### src/rtl/ghu_pkg.sv
// Shared types and constants for the Givens Hessenberg update block.
`timescale 1ns / 1ps
package ghu_pkg;
  localparam int MaxColumns = 32;
  localparam int IdxW = $clog2(MaxColumns);
  localparam logic [31:0] OneQ30 = 32'h4000_0000;

  typedef enum logic [0:0] {
    FUNC_START  = 1'b0,
    FUNC_COLUMN = 1'b1
  } func_e;

  typedef enum logic [2:0] {
    OP_NONE,
    OP_START,
    OP_CARRY,
    OP_ROTATE,
    OP_GEN,
    OP_ERROR
  } op_e;

  typedef enum logic [3:0] {
    ST_IDLE,
    ST_DECODE,
    ST_ROT_M,
    ST_SQRT,
    ST_DIV,
    ST_RHS,
    ST_OUT
  } state_e;

  typedef struct packed {
    logic load_in;
    logic start_decode;
    logic mul_step;
    logic sqrt_start;
    logic div_start;
    logic rhs_step;
    logic out_load;
  } cmd_t;

  typedef struct packed {
    op_e  op;
    logic mul_done;
    logic sqrt_done;
    logic div_done;
    logic rhs_done;
    logic out_busy;
  } sts_t;
endpackage

### src/rtl/ghu_ctrl.sv
// Controller state machine sequencing the Givens update datapath.
`timescale 1ns / 1ps
module ghu_ctrl
  import ghu_pkg::*;
(
  input  logic clk_i,
  input  logic rst_ni,
  input  logic in_valid_i,
  output logic in_ready_o,
  input  sts_t sts_i,
  output cmd_t cmd_o
);
  state_e state_q, state_d;

  always_ff @(posedge clk_i or negedge rst_ni) begin
    if (!rst_ni) begin
      state_q <= ST_IDLE;
    end else begin
      state_q <= state_d;
    end
  end

  always_comb begin
    state_d = state_q;
    case (state_q)
      ST_IDLE: begin
        if (in_valid_i) state_d = ST_DECODE;
      end
      ST_DECODE: begin
        case (sts_i.op)
          OP_ROTATE: state_d = ST_ROT_M;
          OP_GEN:    state_d = ST_SQRT;
          OP_ERROR:  state_d = ST_OUT;
          default:   state_d = ST_IDLE;
        endcase
      end
      ST_ROT_M: begin
        if (sts_i.mul_done) state_d = ST_OUT;
      end
      ST_SQRT: begin
        if (sts_i.sqrt_done) state_d = ST_DIV;
      end
      ST_DIV: begin
        if (sts_i.div_done) state_d = ST_RHS;
      end
      ST_RHS: begin
        if (sts_i.rhs_done) state_d = ST_OUT;
      end
      ST_OUT: begin
        if (!sts_i.out_busy) state_d = ST_IDLE;
      end
      default: state_d = ST_IDLE;
    endcase
  end

  always_comb begin
    cmd_o = '0;
    in_ready_o = 1'b0;
    case (state_q)
      ST_IDLE: begin
        in_ready_o = 1'b1;
        cmd_o.load_in = in_valid_i;
      end
      ST_DECODE: begin
        cmd_o.start_decode = 1'b1;
        cmd_o.sqrt_start = (sts_i.op == OP_GEN);
      end
      ST_ROT_M: cmd_o.mul_step = 1'b1;
      ST_SQRT: cmd_o.div_start = sts_i.sqrt_done;
      ST_DIV: cmd_o.rhs_step = 1'b0;
      ST_RHS: cmd_o.rhs_step = 1'b1;
      ST_OUT: cmd_o.out_load = !sts_i.out_busy;
      default: cmd_o = '0;
    endcase
  end
endmodule

### config.mk
export PLATFORM = sky130hd
export DESIGN_NAME = ghu_ctrl
export DESIGN_NICKNAME = d
export VERILOG_FILES = /design/src/rtl/ghu_pkg.sv /design/src/rtl/ghu_ctrl.sv
export SDC_FILE = /design/constraint.sdc
export NUM_CORES = 1
export LEC_CHECK = 0
export BUFFER_PORTS_ARGS = -buffer_cell sky130_fd_sc_hd__clkbuf_2
export CAP_MARGIN = 20
export CORE_AREA = 3 3 40 42
export CTS_BUF_LIST = sky130_fd_sc_hd__clkbuf_8 sky130_fd_sc_hd__clkbuf_16
export DETAILED_ROUTE_END_ITERATION = 12
export DIE_AREA = 0 0 43 45
export HOLD_SLACK_MARGIN = 0.1
export PLACE_DENSITY = 0.51
export SETUP_SLACK_MARGIN = 0.2
export SYNTH_ARGS = -nofsm -noshare
export SYNTH_HDL_FRONTEND = slang
export SYNTH_SLANG_ARGS = --single-unit
export TNS_END_PERCENT = 50
### constraint.sdc
create_clock -name clk_i -period 2 [get_ports clk_i]
set_input_delay 0.1 -clock clk_i [delete_from_list [all_inputs] [get_ports clk_i]]
set_output_delay 0.1 -clock clk_i [all_outputs]
set_load 0.01 [all_outputs]
Word level (Yosys, flattened, before mapping)
Index checks and enable logic that the tools add are counted.

cells by class
  eq/ne operators = 15
  muxes and demuxes = 16
  reductions and logical operators = 3

operator list
  cell                  number
  $pmux W4 S7           1
  $mux W4               6
  $eq A4 B3 Y1 const B  3
  $ne A2 B2 Y1 const B  6
  $pmux W3 S3           1
  $eq A4 B2 Y1 const B  2
  $mux W1               8
  $eq A3 B3 Y1 const B  2
  $reduce_and A6 Y1     1
  $eq A4 B1 Y1 const B  1
  $logic_not A4 Y1      1
  $eq A3 B2 Y1 const B  1
  $logic_not A1 Y1      1

word-level totals
  bits in registers = 4
  output and inout bits = 8
  word-level logic and storage cells = 35

Longest topological paths before layout
Gate-level depths: netlist of the first run.

  depth after elaboration = 3
  gate-level depth with buffers = 5
  mapped depth without buffers = 4

Worst setup path before layout of the first run
No wires, ideal clock.

  kind = register to register
  from = register state_q[1]
  to = register state_q[0]
  arrival = 1.467 ns
  required time = 1.875 ns
  path slack = 0.408 ns
  cell stages (with the launch flop) = 6
  path buffers = 1
  clock period less this slack = 1.592 ns
  cells stage by stage = dfrtp_1 > buf_6 > or4_1 > o31ai_1 > a211o_4 > mux2_4

between the ends
  word-level cells in the longest chain between the ends = 3
  elaborated cells between the ends (all ways) = 15

ends and longest elaborated chain
  item                                        line            source
  start: declaration                          ghu_ctrl.sv:13  state_e state_q, state_d;
  start signal: assignment                    ghu_ctrl.sv:19  state_q <= state_d;
  $eq A4 B2 Y1, or another cell as far along  ghu_ctrl.sv:25  case (state_q)
  $ne A2 B2 Y1 (no source line)               -
  $reduce_and A6 Y1 (no source line)          -

Parallel ways exist; a longest one is shown, timed or not.
A chain may end at the register's enable or synchronous reset.

Worst setup path in the final report of the first run
  from = register state_q[1]
  to = register state_q[1]

Same word-level chain as after synthesis.

==> impl_metrics.toml, run 1 <==
[run_status]
status = "completed"

[cells_and_area]
drive_above_1_share_pct = 47.5
regArea_um2 = 75.1
antennaDiodeCount = 0
largest_register = "state_q"
fillCellCount = 146
syn_to_final_growth_pct = 41.7
multiInputGateArea_um2 = 235
final_cell_area_um2 = 489
layout.cells.non_filler = 76
final_util_pct = 38.1
top_regs = "state_q (3)"
largest_reg_flops = 3
nets = 73

[flow_run]
drv_cap = 0

[synthesis]
syn_area_per_cell_um2 = 8.63
ys_seq_area_share_pct = 21.7
syn_area_um2 = 345
synth_warnings = 0
ys_types = 24
synth_nets = 51
synth-seq-cells = 3
syn_inst = 40

[floorplan]
die_h_um = 45
die_area_mm2 = 0.00194
start_util_pct = 26.9
fp.dieW_um = 43
fp-row-count = 13
coreArea_mm2 = 0.00128
pin_count = 19

[setup_path]
worstPathMaxFanout = 12
path_class = "reg -> reg"
worst_ep_arrival_time_ns = 1.76
worstReg2RegEnd = "state_q[1]"
r2r-start = "state_q[1]"
startpoint_type = "flop"
cp.required_ns = 2.09
rrSetupSlack_ns = 0.34
cp-end-kind = "flop"
r2r_cells = 4

[sta]
hold_viol = 0
slew_viol_final = 0
setup_violations = 0
tns_ns = 0
fin_skew_ns = 0.00111
fin_crit_sh_pct = 83.2
tightest_slew_ns = 0.298
period_minus_slack_ns = 1.66
max_slew_margin_pct = 79.8
fmax_mhz = 601
holdWs_ns = 0.215
rsz0062_at_grt = "no"
layout_setup_ws_ns = 0.336

[power_and_ir_drop]
clockPowerShare_pct = 23.2
power_density_mw_per_mm2 = 1470
p_sw_share_pct = 38.3
intPower_mw = 0.445
combinationalPowerShare_pct = 55.8
total_power_mw = 0.722
seqPwrFrac_pct = 21.0
p_leak_nw = 0.254
switching_power_mw = 0.276
ir_drop_mv = 0.441

[drt]
viasPerCell = 4.70
wire_per_inst_um = 9.72
dr.first_iter.drc_count = 1
vias = 357
drc = 0
drt_pass1_iterations = 2
antenna_left = 0
totalWireLength_um = 739

[hold_path]
min_path_type = "in -> async"

[clocking]
clockBufferDepth = 2
ctsRootBufferMaster = "clkbuf_8"
cts_max_level = 1
cts_hold_buf = 1
cts_resized = 0
cts_sinks = 3
cts-buffers-inserted = 3
insertion_delay_ns = 0.21
cts_tree = "built"
post_cts_buffers = 0
clkTransAtPathRegs_ns = 0.03

[global_route]
antenna_found_initial = 0
grt_pass1_vias = 318
overflow = 0
grtUsageTotal_pct = 8.51
grt_pass1_wl_um = 1250
grt_max_degree = 13

[placed_design]
gp_congestion = 0.680
dp.cells = 71
numPortBuffers = 18
dp_slack_ns = 0.317
post_dp_cell_area_um2 = 434
hpwl_um = 609
[synth_stat cells]
cell | n | area (µm²)
a211o_4 | 1 | 17.5
a21oi_1 | 2 | 10.0
a31oi_1 | 1 | 6.26
and2_1 | 1 | 6.26
and3b_1 | 2 | 17.5
and3b_2 | 1 | 10.0
buf_2 | 1 | 5.00
buf_6 | 2 | 22.5
dfrtp_1 | 3 | 75.1
inv_1 | 2 | 7.51
mux2_4 | 2 | 30.0
nand2_1 | 3 | 11.3
nor2_1 | 4 | 15.0
nor2b_1 | 1 | 6.26
nor3_1 | 3 | 15.0
nor3b_1 | 1 | 7.51
o21ai_0 | 1 | 5.00
o22ai_1 | 1 | 6.26
o22ai_2 | 1 | 12.5
o31ai_1 | 1 | 7.51
o41ai_1 | 1 | 8.76
or2b_2 | 2 | 17.5
or3b_1 | 2 | 17.5
or4_1 | 1 | 7.51
[worst max-delay path: stages, from the launching register on]
cell and delay, ns:
dfrtp_1 0.46, or3b_1 0.40, a21oi_1 0.24, a211o_4 0.15, mux2_4 0.29
[cells in the final DEF (no fill, tap or decap), drive strengths merged, types with 3 or more instances in the layout]
cell type and instances:
dfrtp 3, clkbuf 21, and3b 3, nand2 3, nor3 3, inv 3, nor2 4
[routing by layer]
| metal | wire, µm | global-route usage, % | vias to the layer above |
|---|---|---|---|
| li1 | - | - | 187 |
| met5 | 0 | 0 | - |
| met1 | 288 | 10.2 | 163 |
| met3 | 39 | 1.59 | 0 |
| met2 | 412 | 15.0 | 7 |
| met4 | 0 | 3.61 | 0 |
[worst max path at each step]
stage / from / slack (ns) / to / depth (start not counted)
floorplan: state_q[1] / 0.41 / state_q[0] / 5
global placement: state_q[1] / 0.31 / state_q[1] / 4
detailed placement: state_q[1] / 0.32 / state_q[0] / 4
CTS: state_q[1] / 0.31 / state_q[0] / 4
global route: state_q[1] / 0.23 / state_q[0] / 4
finish: state_q[1] / 0.34 / state_q[1] / 4
[kinds of logic (layout without fill, tap and decap cells)]
kind of cell / count (synthesis) / in the layout / share of synthesized area [%]
buffers and inverters: 5 / 26 / 10.1
flip-flops: 3 / 3 / 21.7
AO/OA/AOI/OAI: 9 / 9 / 21.4
AND/OR/NAND/NOR: 21 / 21 / 38.0
multiplexers: 2 / 2 / 8.70
[power by group through the flow]
stage                     logic [mW]  registers, mW  clock network, mW
after global routing           0.447          0.168              0.177
after CTS                      0.411          0.153              0.169
after global placement         0.412          0.154                  0
after detailed placement       0.408          0.153                  0
after floorplan                0.377          0.115                  0
final                          0.403          0.152              0.167
[cell type report]
type	count	area share, %
Timing Repair Buffer	20	22.0
Clock inverter	1	0.767
Inverter	2	1.53
Multi-Input combinational cell	32	48.1
Tap cell	15	3.84
Sequential cell	3	15.3
Clock buffer	3	8.44
No activity file was read; power rests on OpenSTA's default activity.
==> run 2: changes to the inputs <==
- PLACE_DENSITY: 0.51 -> 0.53
- clock period: 2 -> 1.5 ns (I/O delays scaled with it)
==> run 2 against run 1 <==
The flow now finishes with violations (negative setup slack); final cell count up 13%; clock skew up 0.0020 ns; total power up 75%; sequential power up 8%; worst hold slack worse by 0.015 ns; largest power group unchanged; first-iteration DRC count rose to 5.0 times the previous value; largest cell class unchanged; critical path type unchanged.
==> impl_metrics.toml, run 2 (synthesis results as in run 1) <==
[floorplan]
fp-row-count = 13
die_h_um = 45
start_util_pct = 26.9
fp.dieW_um = 43
pin_count = 19
die_area_mm2 = 0.00194
coreArea_mm2 = 0.00128

[cells_and_area]
syn_to_final_growth_pct = 78.3
fillCellCount = 126
layout_commonest_cell = "clkbuf_2"
final_cell_mix = "clkbuf_2 (13), buf_4 (10), buf_2 (5)"
largest_register = "state_q"
drive_above_1_share_pct = 64.8
top_regs = "state_q (3)"
nets = 83
antennaDiodeCount = 0
final_util_pct = 47.9
largest_reg_flops = 3

[flow_run]
drv_cap = 0

[global_route]
grtUsageTotal_pct = 11.1
grt_max_degree = 13
grt_pass1_wl_um = 1600
grt_pass1_vias = 376
antenna_found_initial = 0
overflow = 0

[setup_path]
cp.required_ns = 1.60
critPathMaxStageDelay_ns = 0.39
crit_family = "compound AO/OA/AOI/OAI gates"
cp-end-kind = "flop"
crit_buf_inv = 1
path_class = "reg -> reg"
worstPathMaxFanout = 5
cp_cell_sequence = "buf_4 > or2b_4 > o22ai_2 > a211o_4 > mux2_4"
startpoint_type = "flop"
slowest_stage = "dfrtp_1"
worst_ep_arrival_time_ns = 1.67

[sta]
setup_violations = 4
fmax_mhz = 634
holdWs_ns = 0.200
tns_ns = -0.216
fin_crit_sh_pct = 105
slew_viol_final = 0
tightest_slew_ns = 0.275
hold_viol = 0
layout_setup_ws_ns = -0.0773
fin_skew_ns = 0.00316
period_minus_slack_ns = 1.58
max_slew_margin_pct = 81.5
rsz0062_at_grt = "yes"

[hold_path]
min_path_type = "in -> async"

[drt]
dr.first_iter.drc_count = 5
drc = 0
antenna_left = 0
viasPerCell = 4.64
wire_per_inst_um = 10.2
drt_pass1_iterations = 3
totalWireLength_um = 881
vias = 399

[clocking]
cts-buffers-inserted = 3
cts_sinks = 3
clkTransAtPathRegs_ns = 0.03
cts_tree = "built"
cts_max_level = 1
ctsRootBufferMaster = "clkbuf_8"
clockBufferDepth = 2
insertion_delay_ns = 0.22

[power_and_ir_drop]
p_leak_nw = 0.322
seqPwrFrac_pct = 13.0
power_density_mw_per_mm2 = 2050
p_sw_share_pct = 37.1
clockPowerShare_pct = 18.3
ir_drop_mv = 0.755
switching_power_mw = 0.468
combinationalPowerShare_pct = 68.7
intPower_mw = 0.793

[run_status]
status = "complete, but fails checks"
violations = "negative setup slack"

[placed_design]
numPortBuffers = 18
gp_congestion = 0.682
hpwl_um = 659
-- run 2: power groups by stage --
stage	sequential (mW)	clock, mW	combinational, mW
after floorplan	0.153	0	0.502
after CTS	0.161	0.240	0.838
after global placement	0.169	0	0.716
after global routing	0.172	0.246	0.950
after detailed placement	0.168	0	0.717
final	0.164	0.231	0.866
-- run 2: through the flow --
step | power, mW | instance area [µm²] | setup slack, ns | instances
finish | 1.26 | 616 | -0.0773 | 86
detailed placement | 0.885 | 494 | -0.143 | 79
global route | 1.37 | 616 | -0.114 | 86
floorplan | 0.655 | 345 | -0.0919 | 40
global placement | 0.886 | 494 | -0.137 | 79
CTS | 1.24 | 599 | -0.0783 | 86
-- run 2: area by class of cell --
| class | count | area (µm²) | share of cell area, % |
|---|---|---|---|
| clock buffers | 3 | 41.3 | 6.71 |
| clock inverters | 1 | 3.75 | 0.610 |
| inverters | 2 | 7.51 | 1.22 |
| multi-input cells | 32 | 282 | 45.7 |
| flip-flops and latches | 3 | 76.3 | 12.4 |
| well taps | 15 | 18.8 | 3.05 |
| repair buffers | 30 | 186 | 30.3 |
-- run 2: worst register-to-register path, cell delays in order (launching register included) --
cell	delay [ns]
dfrtp_1	0.39
buf_4	0.15
or2b_4	0.20
o22ai_2	0.07
a211o_4	0.35
mux2_4	0.29
-- run 2: routing by layer --
| layer | routed length (µm) | vias to the layer above | global-route usage, % |
|---|---|---|---|
| met5 | 0 | - | 0 |
| met4 | 23 | 0 | 7.23 |
| met3 | 69 | 2 | 1.20 |
| met2 | 397 | 17 | 18.3 |
| met1 | 392 | 169 | 13.8 |
| li1 | - | 211 | - |
-- run 2: repair_timing --
item                                   4_1_cts  5_1_grt
resized for setup                            8        9
buffers inserted                             2        0
pin swaps                                    5        2
setup endpoints to repair                   11       11
hold buffers                                 1        0
endpoints found under the hold margin        3        0
-- run 2: worst paths after layout --
kind,startpoint,end,slack (ns),cells past startpoint
worst max register to register,state_q[0],state_q[0],-0.08,5
max in group asynchronous,rst_ni,state_q[1],1.18,2
worst min-delay path,rst_ni,state_q[2],0.20,2
worst max-delay path,state_q[0],state_q[0],-0.08,5
worst min register to register,state_q[0],state_q[0],0.69,2
min in group clk_i,sts_i[5],state_q[2],0.27,3
